`src/hdl/ewft_pkg.sv`:
```
// Shared types, constants and saturating helpers for the edge wind force/torque block.
// Used by every module of the block but ewft_delay; depends on nothing.
package ewft_pkg;

   localparam int MAX_QUAD_POINTS = 16;
   localparam int NQ_W            = 5;
   localparam int CSR_IDX_W       = 3;
   localparam int QUEUE_DEPTH     = 4;
   localparam int QP_W            = $clog2(QUEUE_DEPTH);
   localparam int FMUL_LAT        = 5;
   localparam int SQRT_LAT        = 32;

   typedef logic signed [63:0] fx_type;

   localparam fx_type FX_MAX = {1'b0, {63{1'b1}}};
   localparam fx_type FX_MIN = {1'b1, {63{1'b0}}};

   typedef enum logic [CSR_IDX_W-1:0] {
      CSR_DRAG_GAIN = 3'd0,
      CSR_WIND_X    = 3'd1,
      CSR_WIND_Y    = 3'd2,
      CSR_NUM_QUAD  = 3'd3
   } csr_index_type;

   // One classified edge, as it waits between front and back
   typedef struct packed {
      logic              degenerate;
      logic signed [31:0] dx;
      logic signed [31:0] dy;
      logic signed [32:0] ddx;
      logic signed [32:0] ddy;
      logic signed [32:0] ux;
      logic signed [32:0] uy;
      logic signed [31:0] w;
      logic [NQ_W-1:0]    nq;
   } edge_item_type;

   function automatic fx_type sat_add(fx_type a, fx_type b);
      logic signed [64:0] s;
      s = {a[63], a} + {b[63], b};
      if (s[64] != s[63]) return s[64] ? FX_MIN : FX_MAX;
      return s[63:0];
   endfunction

   function automatic fx_type sat_sub(fx_type a, fx_type b);
      logic signed [64:0] s;
      s = {a[63], a} - {b[63], b};
      if (s[64] != s[63]) return s[64] ? FX_MIN : FX_MAX;
      return s[63:0];
   endfunction

   function automatic logic [63:0] magnitude(fx_type a);
      return a[63] ? (~a + 64'd1) : a;
   endfunction

   // Apply sign to an unsigned quotient/product, floor towards minus infinity, saturate
   function automatic fx_type sat_finish(logic [127:0] q, logic neg, logic inexact);
      logic [127:0] qn;
      qn = q + {127'd0, inexact};
      if (!neg) return (|q[127:63]) ? FX_MAX : fx_type'(q[63:0]);
      if (|qn[127:63]) return FX_MIN;
      return -fx_type'(qn[63:0]);
   endfunction

   function automatic logic [47:0] sat48(fx_type v);
      if ((&v[63:47]) || !(|v[63:47])) return v[47:0];
      return v[63] ? {1'b1, {47{1'b0}}} : {1'b0, {47{1'b1}}};
   endfunction

endpackage

```
`src/hdl/ewft_if.sv`:
```
// Channel interfaces of the edge wind force/torque block: request, response, register write.
// Depends on nothing.
interface ewft_req_if;
   logic              valid;
   logic              ready;
   logic signed [31:0] edge_start_x;
   logic signed [31:0] edge_start_y;
   logic signed [31:0] edge_dx;
   logic signed [31:0] edge_dy;
   logic signed [31:0] center_x;
   logic signed [31:0] center_y;
   logic signed [31:0] body_vel_x;
   logic signed [31:0] body_vel_y;
   logic signed [31:0] spin_rate;

   modport source (output valid, edge_start_x, edge_start_y, edge_dx, edge_dy, center_x,
                   center_y, body_vel_x, body_vel_y, spin_rate, input ready);
   modport sink (input valid, edge_start_x, edge_start_y, edge_dx, edge_dy, center_x,
                 center_y, body_vel_x, body_vel_y, spin_rate, output ready);
endinterface


```
`src/hdl/ewft_front.sv`:
```
// Front end: takes edges, forms offsets, relative wind and the zero-length flag,
// and holds them in a short queue for the back end. Depends on ewft_pkg, ewft_if.
module ewft_front (
   input  logic                       clock,
   input  logic                       reset,
   ewft_req_if.sink                   req,
   input  logic signed [31:0]         wind_x,
   input  logic signed [31:0]         wind_y,
   input  logic [ewft_pkg::NQ_W-1:0]  nq,
   input  logic                       pop,
   output ewft_pkg::edge_item_type    item,
   output logic                       item_valid
);

   ewft_pkg::edge_item_type q_mem [ewft_pkg::QUEUE_DEPTH];
   ewft_pkg::edge_item_type item_in;
   logic [ewft_pkg::QP_W-1:0] wr_ptr_ff, rd_ptr_ff;
   logic [ewft_pkg::QP_W:0]   count_ff, count_in;
   logic push;

   // classify the incoming edge
   always_comb begin
      item_in.degenerate = (req.edge_dx == 32'sd0) && (req.edge_dy == 32'sd0);
      item_in.dx  = req.edge_dx;
      item_in.dy  = req.edge_dy;
      item_in.ddx = {req.edge_start_x[31], req.edge_start_x} - {req.center_x[31], req.center_x};
      item_in.ddy = {req.edge_start_y[31], req.edge_start_y} - {req.center_y[31], req.center_y};
      item_in.ux  = {wind_x[31], wind_x} - {req.body_vel_x[31], req.body_vel_x};
      item_in.uy  = {wind_y[31], wind_y} - {req.body_vel_y[31], req.body_vel_y};
      item_in.w   = req.spin_rate;
      item_in.nq  = nq;
   end

   assign req.ready  = count_ff != (ewft_pkg::QP_W+1)'(ewft_pkg::QUEUE_DEPTH);
   assign push       = req.valid && req.ready;
   assign item_valid = count_ff != '0;
   assign item       = q_mem[rd_ptr_ff];
   assign count_in   = count_ff + {{ewft_pkg::QP_W{1'b0}}, push}
                                - {{ewft_pkg::QP_W{1'b0}}, pop};

   // queue storage
   always_ff @(posedge clock) begin
      if (push) begin
         q_mem[wr_ptr_ff] <= item_in;
      end
   end

   // queue pointers and fill
   always_ff @(posedge clock) begin
      if (reset) begin
         wr_ptr_ff <= '0;
         rd_ptr_ff <= '0;
         count_ff  <= '0;
      end else begin
         if (push) wr_ptr_ff <= wr_ptr_ff + 1'b1;
         if (pop)  rd_ptr_ff <= rd_ptr_ff + 1'b1;
         count_ff <= count_in;
      end
   end

endmodule

```
`src/flat_wrapper.sv`:
```
// flat-port wrapper written by rule: the top's interface ports become plain ports
module ewft_front_flat 
  (clock, reset, wind_x, wind_y, nq, pop, item, item_valid, req_valid, req_edge_start_x, req_edge_start_y, req_edge_dx, req_edge_dy, req_center_x, req_center_y, req_body_vel_x, req_body_vel_y, req_spin_rate, req_ready);
  ewft_req_if req_i ();
  input  logic clock;
  input  logic reset;
  input  logic signed [31:0] wind_x;
  input  logic signed [31:0] wind_y;
  input  logic [ewft_pkg::NQ_W-1:0] nq;
  input  logic pop;
  output ewft_pkg::edge_item_type item;
  output logic item_valid;
  input wire logic [$bits(req_i.valid)-1:0] req_valid;
  input wire logic [$bits(req_i.edge_start_x)-1:0] req_edge_start_x;
  input wire logic [$bits(req_i.edge_start_y)-1:0] req_edge_start_y;
  input wire logic [$bits(req_i.edge_dx)-1:0] req_edge_dx;
  input wire logic [$bits(req_i.edge_dy)-1:0] req_edge_dy;
  input wire logic [$bits(req_i.center_x)-1:0] req_center_x;
  input wire logic [$bits(req_i.center_y)-1:0] req_center_y;
  input wire logic [$bits(req_i.body_vel_x)-1:0] req_body_vel_x;
  input wire logic [$bits(req_i.body_vel_y)-1:0] req_body_vel_y;
  input wire logic [$bits(req_i.spin_rate)-1:0] req_spin_rate;
  output wire logic [$bits(req_i.ready)-1:0] req_ready;
  assign req_i.valid = req_valid;
  assign req_i.edge_start_x = req_edge_start_x;
  assign req_i.edge_start_y = req_edge_start_y;
  assign req_i.edge_dx = req_edge_dx;
  assign req_i.edge_dy = req_edge_dy;
  assign req_i.center_x = req_center_x;
  assign req_i.center_y = req_center_y;
  assign req_i.body_vel_x = req_body_vel_x;
  assign req_i.body_vel_y = req_body_vel_y;
  assign req_i.spin_rate = req_spin_rate;
  assign req_ready = req_i.ready;
  ewft_front u_core (.clock(clock), .reset(reset), .req(req_i), .wind_x(wind_x), .wind_y(wind_y), .nq(nq), .pop(pop), .item(item), .item_valid(item_valid));
endmodule
```
`config.mk`:
```
export PLATFORM = sky130hd
export DESIGN_NAME = ewft_front_flat
export DESIGN_NICKNAME = d
export VERILOG_FILES = /design/src/hdl/ewft_pkg.sv /design/src/hdl/ewft_if.sv /design/src/hdl/ewft_front.sv /design/src/flat_wrapper.sv
export SDC_FILE = /design/constraint.sdc
export NUM_CORES = 1
export LEC_CHECK = 0
export BUFFER_PORTS_ARGS = -buffer_cell sky130_fd_sc_hd__clkbuf_2
export CORE_ASPECT_RATIO = 0.5
export CORE_MARGIN = 2
export CORE_UTILIZATION = 58
export DETAILED_ROUTE_END_ITERATION = 8
export HOLD_SLACK_MARGIN = 0.08
export PLACE_DENSITY = 0.81
export SLEW_MARGIN = 20
export SYNTH_ARGS = -nofsm -noshare
export SYNTH_HDL_FRONTEND = slang
export SYNTH_SLANG_ARGS = --single-unit
```
`constraint.sdc`:
```
create_clock -name clock -period 7.3 [get_ports clock]
set_clock_uncertainty 0.2 [all_clocks]
set_input_delay 0 -clock clock [delete_from_list [all_inputs] [get_ports clock]]
set_output_delay 0 -clock clock [all_outputs]
set_load 0.005 [all_outputs]
```
== Yosys cells after proc, flatten, opt, wreduce, memory -nomap -nowiden ==
Memories as Yosys holds them, arrays and structs flattened. A register that Yosys moved wholly into a read port is not among the register bits.
Cells that the tools add are included.

* Register bits after elaboration: 7
* Memories kept: 1
* Bits of input ports: 361
* Output and inout port bits: 236
* Logic and storage cells: 22
* Bits in writable memories: 936

{| class="wikitable"
|+ Memories
! memory !! depth !! bits a word !! read ports !! clocked after Yosys merged registers in !! write ports !! RTL line !! source
|-
| u_core.q_mem || 4 || 234 || 1 || 1 || 1 || ewft_front.sv:15 || <nowiki>ewft_pkg::edge_item_type q_mem [ewft_pkg::QUEUE_DEPTH];</nowiki>
|}

* Reduce and logical (&&, ||, !) cells: 5
* Eq/ne operators: 1
* Add/sub/neg operators: 8
* Mux-type cells: 4

{| class="wikitable"
|+ Operator list
! kind !! number
|-
| subtractor 32 x 32 -> 33 bit || 4
|-
| zero test 32 bit || 2
|-
| adder 2 x 1 -> 2 bit, second input constant || 2
|-
| 2-to-1 mux 2 bit || 2
|-
| adder 3 x 1 -> 3 bit || 1
|-
| != test 3 bit, second input constant || 1
|-
| nonzero test 3 bit || 1
|-
| subtractor 3 x 1 -> 3 bit || 1
|-
| logical AND 1 bit || 2
|-
| 2-to-1 mux 1 bit || 2
|}

== Logic depth before layout (Yosys ltp) ==
Gate-level depths: netlist of run 1.

* Depth in word-level cells: 4
* Gate-level depth with buffers: 11
* Mapped depth without buffers: 11

== Worst setup path before layout of run 1 ==
No wires, ideal clock.

* Path kind: register to register
* Start point: register u_core.count_ff[1] (netlist name)
* End point: memory u_core.q_mem[1][0] (netlist name), enable pin
* Arrival time: 5.977 ns
* Library setup time: 0.626 ns
* Clock period less this slack: 6.804 ns
* Slack: 0.496 ns
* Required time: 6.474 ns
* Buffers on the path: 0
* Stages on the path, launching flop included: 4
* Cells stage by stage: dfxtp_1 -> nor2_1 -> nand2_1 -> and3_1

* Cells in the longest elaborated chain, start to end: 4

{| class="wikitable"
|+ RTL lines
! item !! RTL line !! source
|-
| from (decl) || ewft_front.sv:18 || <nowiki>logic [ewft_pkg::QP_W:0] count_ff, count_in;</nowiki>
|-
| from (signal assigned) || ewft_front.sv:57 || <nowiki>count_ff <= count_in;</nowiki>
|-
| != test 3 bit || ewft_front.sv:34 || <nowiki>assign req.ready = count_ff != (ewft_pkg::QP_W+1)'(ewft_pkg::QUEUE_DEPTH);</nowiki>
|-
| net req_ready || flat_wrapper.sv:23 || <nowiki>output wire logic [$bits(req_i.ready)-1:0] req_ready;</nowiki>
|-
| logical AND 1 bit || ewft_front.sv:35 || <nowiki>assign push = req.valid && req.ready;</nowiki>
|-
| 2-to-1 mux 1 bit || ewft_front.sv:43 || <nowiki>if (push) begin</nowiki>
|-
| 2-to-1 mux 1 bit (implied by the code) || ewft_front.sv:44 || <nowiki>q_mem[wr_ptr_ff] <= item_in;</nowiki>
|-
| to (decl) || ewft_front.sv:15 ||
|}

The timed path passes the listed nets, and every way through them passes these cells.

==> results by stage, run 1 <==
STA:
- The final count of hold timing violations is 0.
- Headroom to the max-slew limit came out at a little under a quarter.
- At the pin with the least slew margin, the transition time is between 1000 and 1500 ps.
- Static timing analysis puts the maximum clock frequency at 215.6 MHz.
- Setup repair after global routing left no endpoint under its margin.
- The final clock period utilization by the worst path is approximately 64%.
- The setup-violating endpoint count in the final report is 0.
- The total negative setup slack is 0 ps.
- The clock period could shrink to between 4000 and 5000 ps.
- The number of pins exceeding their max-slew limit in the final report is 0.

GRT:
- The first-pass GRT wire length is between 150,000 and 200,000 um.
- The initial antenna violation count is 8.
- The number of global-route vias before repair came to ~30,000.
- Entering global routing, the biggest net connects approximately 160 pins.
- The aggregate global routing overflow is 0.
- The total track usage is 31.43%.

Route:
- For this block, wires on met1 add up to between 30,000 and 40,000 um.
- Routed signal wires occupy layers up through met4.
- The DRC violation count after routing is 0.
- After detailed routing, the average wire length per cell comes to ~25 um.
- The initial detailed-routing violation count is 2,463.
- The first-pass iteration count of the detailed router is 9.
- The aggregate routed wire length is approximately 120,000 um.
- The number of vias per cell is about 6.1.
- The post-route antenna net violation count is 0.
- The routed design uses approximately 60,000 um of met2 wire.
- In the detailed route, the total length drawn on met3 is roughly 8500 um.
- Detailed routing inserted a total of about 28,000 vias.

Cells and area:
- From synthesis to final layout, the design area changed by 31.79%.
- The finished layout holds approximately 4,600 standard cells, fillers aside.
- The number of nets at the end of the flow is just over 4,000.
- In the final layout, the share of cells above drive strength 1 is between 20% and 30%.
- The layout has between 3,000 and 4,000 filler cells.

Floorplanning:
- The floorplan step set the die width to 381.5 um.
- The core region is 70,710 um^2.
- The initialized floorplan defines between 60 and 70 standard-cell rows.
- The height of the chip is around 190 um.
- Pin placement for this block handled between 500 and 600 I/O pins.
- The die outline area is ~74,000 um^2.
- The starting density of the core is 58.44%.

Setup path:
- The arrival time reported for the critical path endpoint is 4920 ps.
- At the worst endpoint, the required time is 7590 ps.
- The critical setup path kind is in -> reg.
- Of all nets on the critical path, the largest fanout is 4.
- The critical path startpoint category is an input port.
- The worst setup path is captured at a flop.

Place:
- Buffers placed on the I/O ports in this run total 596.
- The placer's final routability congestion estimate is slightly above 0.9.
- The count of placed standard cells including taps is between 3,000 and 4,000.
- Summed over all nets, the half-perimeter wirelength after detailed placement is approximately 60,000 um.

Clock network:
- The number of setup buffers added after CTS is 0.
- The number of gates resized after CTS was 0.
- The total clock buffers created by CTS is around 80.
- After clock tree synthesis, the clock-pin slew on the worst setup and hold paths is about 70 ps.
- The buffer depth of the longest clock path is 3.
- The library cell used as clock root buffer is clkbuf_16.
- TritonCTS built the clock tree.
- The clock reaches the later pin of the worst-skew pair after between 600 and 700 ps.
- The count of clock tree sinks is around 950.
- CTS built an H-tree with a depth of 3.

Flow run:
- The tool flagged a number of max-cap violations equal to 0.

Synthesis:
- The cell area that synthesis handed to floorplanning was approximately 41,000 um^2.
- The number of distinct library cells after synthesis is 70.
- The synthesized area per cell is between 15 and 20 um^2.
- In the post-synthesis netlist, the biggest area contributors are edfxtp_1, mux4_2, ha_1.
- The largest total area in the synthesized netlist belongs to edfxtp_1.
- The most common flop cell mapped by yosys is edfxtp_1.
- The sequential element share of the synthesized area is 68.46%.
- After synthesis, the share of flip-flops with an asynchronous set or reset is 0%.
- The number of storage elements in the synthesis netlist is between 900 and 1,000.
- The synthesized net count is roughly 2,900.
- Yosys mapped a number of flops with a built-in enable equal to between 900 and 1,000.
- Summed over its instances, the top area cell type makes up 68.02% of the synthesized netlist area.
- After technology mapping, the gate count stands at approximately 2,400.
- During synthesis, Yosys emitted a total of 0 warnings.

Pwr:
- The power density relative to cell area is around 270 nW/um^2.
- IR analysis of the VDD net gives a maximum drop of about 190 uV.
- The total leakage power is slightly above 0.02 uW.

Worst hold path:
- The min-delay analysis places its worst path in the category in -> reg.

Status:
- The flow ran to the end, and the final reports show no timing, DRC or antenna violations.
## state kept, by name, summed over array words and instances, names as in the netlist, named ones only
signal and cells:
u_core.rd_ptr_ff 2, u_core.q_mem 936, u_core.wr_ptr_ff 2, u_core.count_ff 3
## power breakdown
group / switching, uW / total, uW / internal (uW)
sequential: 195 / 7030 / 6830
combinational: 1750 / 3130 / 1370
clock: 2010 / 4540 / 2530
total: 3950 / 14700 / 10700
## Yosys cell counts (36+ instances only)
cell and number:
edfxtp_1 936, mux4_2 234, inv_1 178, ha_1 134, a21oi_1 106, nor2_1 85
xnor2_1 71, nand2_1 62, a21o_1 57, o21ai_0 53, clkbuf_1 36
## per-stage QoR
stage / instance area (um^2) / power (uW) / util [%] / hold WS (ps) / setup WS (ps)
after detailed placement: 45440 / 9693 / 64.27 / 18.74 / 3617
after floorplan: 41320 / 8692 / - / -101.1 / 496.4
after global placement: 45440 / 9588 / 64.27 / 14.81 / 3747
after global routing: 54460 / 15160 / 77.02 / 165.0 / 2554
after CTS: 54420 / 14510 / 76.97 / 83.50 / 2778
final: 54460 / 14690 / 77.02 / 121.9 / 2662
## logic make-up after synthesis
family / count (synthesis) / synth area share, %
xor+xnor: 106 / 2.247
simple gates: 337 / 4.127
buf+inv: 249 / 2.262
mux: 238 / 12.85
fa+ha+maj: 139 / 4.300
flops: 945 / 68.46
compound gates: 355 / 5.759
## area by class of cell
type                       count  area [um^2]  share of cell area (%)
inverter                     178        668.1                   1.227
timing repair buffer        1236         9414                   17.29
multi-input combinational   1175        12130                   22.28
antenna                        9        22.52                 0.04136
sequential                   945        28290                   51.96
tap                          958         1199                   2.201
clock inverter                51        556.8                   1.022
clock buffer                  97         2172                   3.989
## worst paths after layout
check / from / endpoint / slack [ps] / cells past startpoint
worst max-delay path: req_center_y[5] / u_core.q_mem[1][135]$_DFFE_PP_ / 2660 / 15
worst min register to register: u_core.rd_ptr_ff[1]$_SDFFE_PP0P_ / u_core.rd_ptr_ff[1]$_SDFFE_PP0P_ / 410 / 2
worst max register to register: u_core.count_ff[1]$_SDFF_PP0_ / u_core.q_mem[3][131]$_DFFE_PP_ / 4310 / 4
worst min-delay path: req_body_vel_x[17] / u_core.q_mem[2][87]$_DFFE_PP_ / 120 / 5
## worst max-delay path, stage by stage
cell and delay (ps):
dlygate4sd3_1 530, clkbuf_2 100, inv_1 30, ha_1 320, dlygate4sd3_1 610, a21o_1 210, or3_1 300, dlygate4sd3_1 570
o221a_4 270, a311o_4 450, a41oi_4 310, o211ai_2 140, a311o_1 320, mux2i_1 120, dlygate4sd3_1 620
## cell usage in the layout, fill, tap and decap left out, types with 53 or more instances in the layout
cell type	n
inv_1	178
dlygate4sd3_1	625
a21o_1	57
ha_1	134
clkbuf_2	596
clkbuf_16	85
nand2_1	62
edfxtp_1	936
o21ai_0	53
xnor2_1	71
a21oi_1	106
mux4_2	234
nor2_1	85
## per-layer routing
metal,up-vias,GRT usage (%)
li1,12000,-
met1,14000,34.29
met2,1699,53.19
met3,672,7.793
met4,0,25.28
met5,-,0
## repair_timing
action / 4_1_cts / 5_1_grt
hold endpoints to repair: 1115 / 0
hold buffers: 625 / 0
setup endpoints to repair: 0 / 0
Note: power is estimated with default switching activity, not from simulation.
==> run 2: changes to the inputs <==
- CORE_UTILIZATION: 58 -> 52
- PLACE_DENSITY: 0.81 -> 0.76
- clock period: 7.3 -> 3.9 ns (I/O delays scaled with it)
==> results by stage, run 2 (synthesized netlist as in run 1, its figures left out) <==
Route:
- The total vias in the final route came to 28,070 (was 28,360).
- The post-route antenna net violation count is 0 (unchanged).
- The DRC violation count after routing is 0 (unchanged).
- The aggregate routed wire length is 114,800 um (was 116,900 um).
- The average routed wire per standard cell is 23.96 um (was 25.14 um).
- The number of vias per cell was 5.857 (was 6.101).
- The initial detailed-routing violation count is 2,361 (was 2,463).
- The first-pass iteration count of the detailed router was 8 (was 9).

Cells and area:
- The number of nets at the end of the flow is 4,168 (was 4,117).
- The signed area change from the synthesized netlist to the final layout is 34.10% (was 31.79%).
- The final cell utilization of the core came to 70.06% (was 77.02%).
- The share of layout cells above drive strength 1 is 27.62% (was 26.86%).
- The register ranked first by flip-flop count is u_core.q_mem (unchanged).
- The commonest non-fill, non-tap cell in the layout is edfxtp_1 (unchanged).
- The number of flip-flops in the largest register was 936 (unchanged).
- Largest registers ranked by flip-flop count: u_core.q_mem (936), u_core.count_ff (3) (unchanged).
- Commonest cells after routing, fill and taps aside: edfxtp_1, dlygate4sd3_1, clkbuf_2 (unchanged).

Floorplanning:
- The area inside the core boundary is 79,100 um^2 (was 70,710 um^2).
- The count of boundary I/O pins is 597 (unchanged).
- The die outline area is 81,870 um^2 (was 73,530 um^2).
- The floorplan die width is 402.7 um (was 381.5 um).
- The starting density of the core is 52.24% (was 58.44%).
- The total number of placement rows is 73 (was 69).
- The height of the chip is 203.3 um (was 192.7 um).

Pwr:
- The power density relative to cell area is 498.3 nW/um^2 (was 269.8 nW/um^2).
- The sum of internal, switching and leakage power is 27,620 uW (was 14,690 uW).
- The switching power share of the total is 26.62% (was 26.92%).
- The internal power is 20,260 uW (was 10,740 uW).
- The largest vdd supply drop came to 351.4 uV (was 188.5 uV).
- The total leakage power came to 0.02082 uW (was 0.02045 uW).
- The fraction of power consumed by sequential logic is 47.4% (was 47.8%).
- The fraction of power consumed by combinational cells is 21.6% (was 21.3%).
- The net switching power of the design came to 7351 uW (was 3955 uW).
- The share of total power in the clock network is 31.0% (was 30.9%).

GRT:
- The total track usage was 27.74% (was 31.43%).
- The initial antenna violation count is 4 (was 8).
- The first-pass GRT wire length is 171,500 um (was 172,500 um).
- The aggregate global routing overflow is 0 (unchanged).
- The pin count of the biggest net entering global routing is 94 (was 158).
- The number of global-route vias before repair was 29,330 (was 29,690).

Worst hold path:
- The endpoint of the worst hold path is u_core.q_mem[2][156]$_DFFE_PP_ (was u_core.q_mem[2][87]$_DFFE_PP_).
- The beginning of the worst hold path was req_center_x[18] (was req_body_vel_x[17]).
- The kind of path behind the tightest hold check is in -> reg (unchanged).
- The number of cells on the worst hold path came to 6 (was 5).

STA:
- The final count of hold timing violations was 0 (unchanged).
- Static timing analysis puts the maximum clock frequency at between 200 and 300 MHz.
- The setup-violating endpoint count in the final report is 0 (unchanged).
- The number of pins exceeding their max-slew limit in the final report is 0 (unchanged).
- For the finished layout, the period the worst path requires is approximately 3800 ps.
- The worst-margin pin slew is 725.1 ps (was 1151 ps).
- The relative slew slack was 51.21% (was 23.27%).
- RSZ-0062 raised after global routing: false (unchanged).
- After layout, the worst path uses just under 100% of the clock period.

Clock network:
- The CTS tree is done (unchanged).
- The number of H-tree branching levels is 3 (unchanged).
- The clock network latency to the later pin of the worst-skew pair is 660 ps (was 650 ps).
- The buffer depth of the longest clock path is 3 (unchanged).
- The total clock buffers created by CTS is 83 (was 81).
- The library cell used as clock root buffer is clkbuf_16 (unchanged).
- The count of clock tree sinks is 945 (unchanged).
- The clock-pin slew on the worst setup and hold paths is 70 ps (about the same).

Setup path:
- The slowest cell on the critical path is dlygate4sd3_1 (unchanged).
- The top cell family by delay on the critical path was buffers and inverters (unchanged).
- The critical setup path kind is in -> reg (unchanged).
- The critical path startpoint category is an input port (unchanged).
- The arrival time reported for the critical path endpoint came to 4020 ps (was 4920 ps).
- The maximum fanout count along the critical path was 7 (was 4).
- The register-to-register setup slack is 1400 ps (was 4310 ps).
- The required arrival time at the worst endpoint came to 4080 ps (was 7590 ps).
- The critical register-to-register path startpoint is u_core.count_ff[1]$_SDFF_PP0_ (unchanged).
- The number of cells on the worst reg-to-reg path is 8 (was 4).
- The terminus of the critical flop-to-flop path is u_core.count_ff[1]$_SDFF_PP0_ (was u_core.q_mem[3][131]$_DFFE_PP_).
- The critical path's largest stage delay was 620 ps (about the same).
- Crit-path cells: dlygate4sd3_1 > clkbuf_2 > dlygate4sd3_1 > ha_1 > fa_2 > nor2b_2 > o31a_1 > o21ai_1 > o21ai_0 > buf_4 > a31o_2 > nor2_2 > o311ai_1 > nand2_1 > dlygate4sd3_1 (was dlygate4sd3_1 > clkbuf_2 > inv_1 > ha_1 > dlygate4sd3_1 > a21o_1 > or3_1 > dlygate4sd3_1 > o221a_4 > a311o_4 > a41oi_4 > o211ai_2 > a311o_1 > mux2i_1 > dlygate4sd3_1).
- The endpoint type of the worst setup path is a flop (unchanged).
- The most common cell type on the critical path is dlygate4sd3_1 (unchanged).
- The buffers plus inverters on the worst setup path came to 5 (was 6).

Flow run:
- The total of max-cap violations is 0 (unchanged).

Status:
- Result of the run: completed (unchanged).

Place:
- The detailed placer's ending HPWL is 64,360 um (was 60,220 um).
- The placer's final routability congestion estimate came to 0.9241 (was 0.9198).
- The port buffer count came to 596 (unchanged).
-- run 2: metal layers --
layer,up-vias,part of all wire (%),GRT usage [%]
met2,1473,51,48.01
li1,12080,-,-
met1,13980,35,31.60
met5,-,0,0
met3,531,5.8,4.635
met4,0,8.2,20.10
-- run 2: power groups by stage --
stage	logic, uW	clock network [uW]	registers, uW
finish	5960	8560	13100
global route	6340	9050	13200
detailed placement	5060	0	13300
global placement	4990	0	13200
CTS	5790	8660	13100
floorplan	2850	0	13300
-- run 2: final cells by class --
cell class	count	area, um^2
sequential	945	28290
timing repair buffer	1285	10100
multi-input combinational	1175	12220
fill	4792	23680
tap	1050	1314
inverter	178	668.1
clock inverter	59	618.1
clock buffer	95	2186
antenna	5	12.51
-- run 2: how the worst max path moves through the flow --
stage                                              from                              to  cells after the start  slack, ps
after floorplan           u_core.count_ff[1]$_SDFF_PP0_    u_core.q_mem[0][0]$_DFFE_PP_                      3       -190
after global placement                        wind_y[0]   u_core.q_mem[2][63]$_DFFE_PP_                     12        800
after detailed placement                      wind_x[0]   u_core.q_mem[3][98]$_DFFE_PP_                     12        700
after CTS                           req_edge_start_y[5]  u_core.q_mem[0][135]$_DFFE_PP_                     13         10
after global routing                    req_center_x[0]  u_core.q_mem[0][168]$_DFFE_PP_                     15          1
final                                   req_center_x[0]  u_core.q_mem[0][168]$_DFFE_PP_                     15         60
-- run 2: worst min-delay path: stages --
cell and delay, ps:
clkbuf_2 90, inv_1 50, ha_1 180, nand2_1 100
o21ai_0 270, xor2_2 120
-- run 2: repair_timing --
action | 4_1_cts | 5_1_grt
setup buffers | 0 | 2
resized for setup | 0 | 25
endpoints found under the setup margin | 0 | 92
hold endpoints to repair | 1235 | 0
hold buffers | 657 | 0
-- run 2: through the flow --
step	instance area [um^2]	cells	hold WS, ps	setup slack, ps	TNS (ps)
floorplan	41330	2369	-101.1	-189.9	-177760
global route	55410	4791	197.0	1.196	0
global placement	45950	3978	15.70	796.2	0
CTS	55330	4789	81.54	11.45	0
detailed placement	45950	3978	20.23	696.6	0
finish	55410	4792	138.9	63.01	0
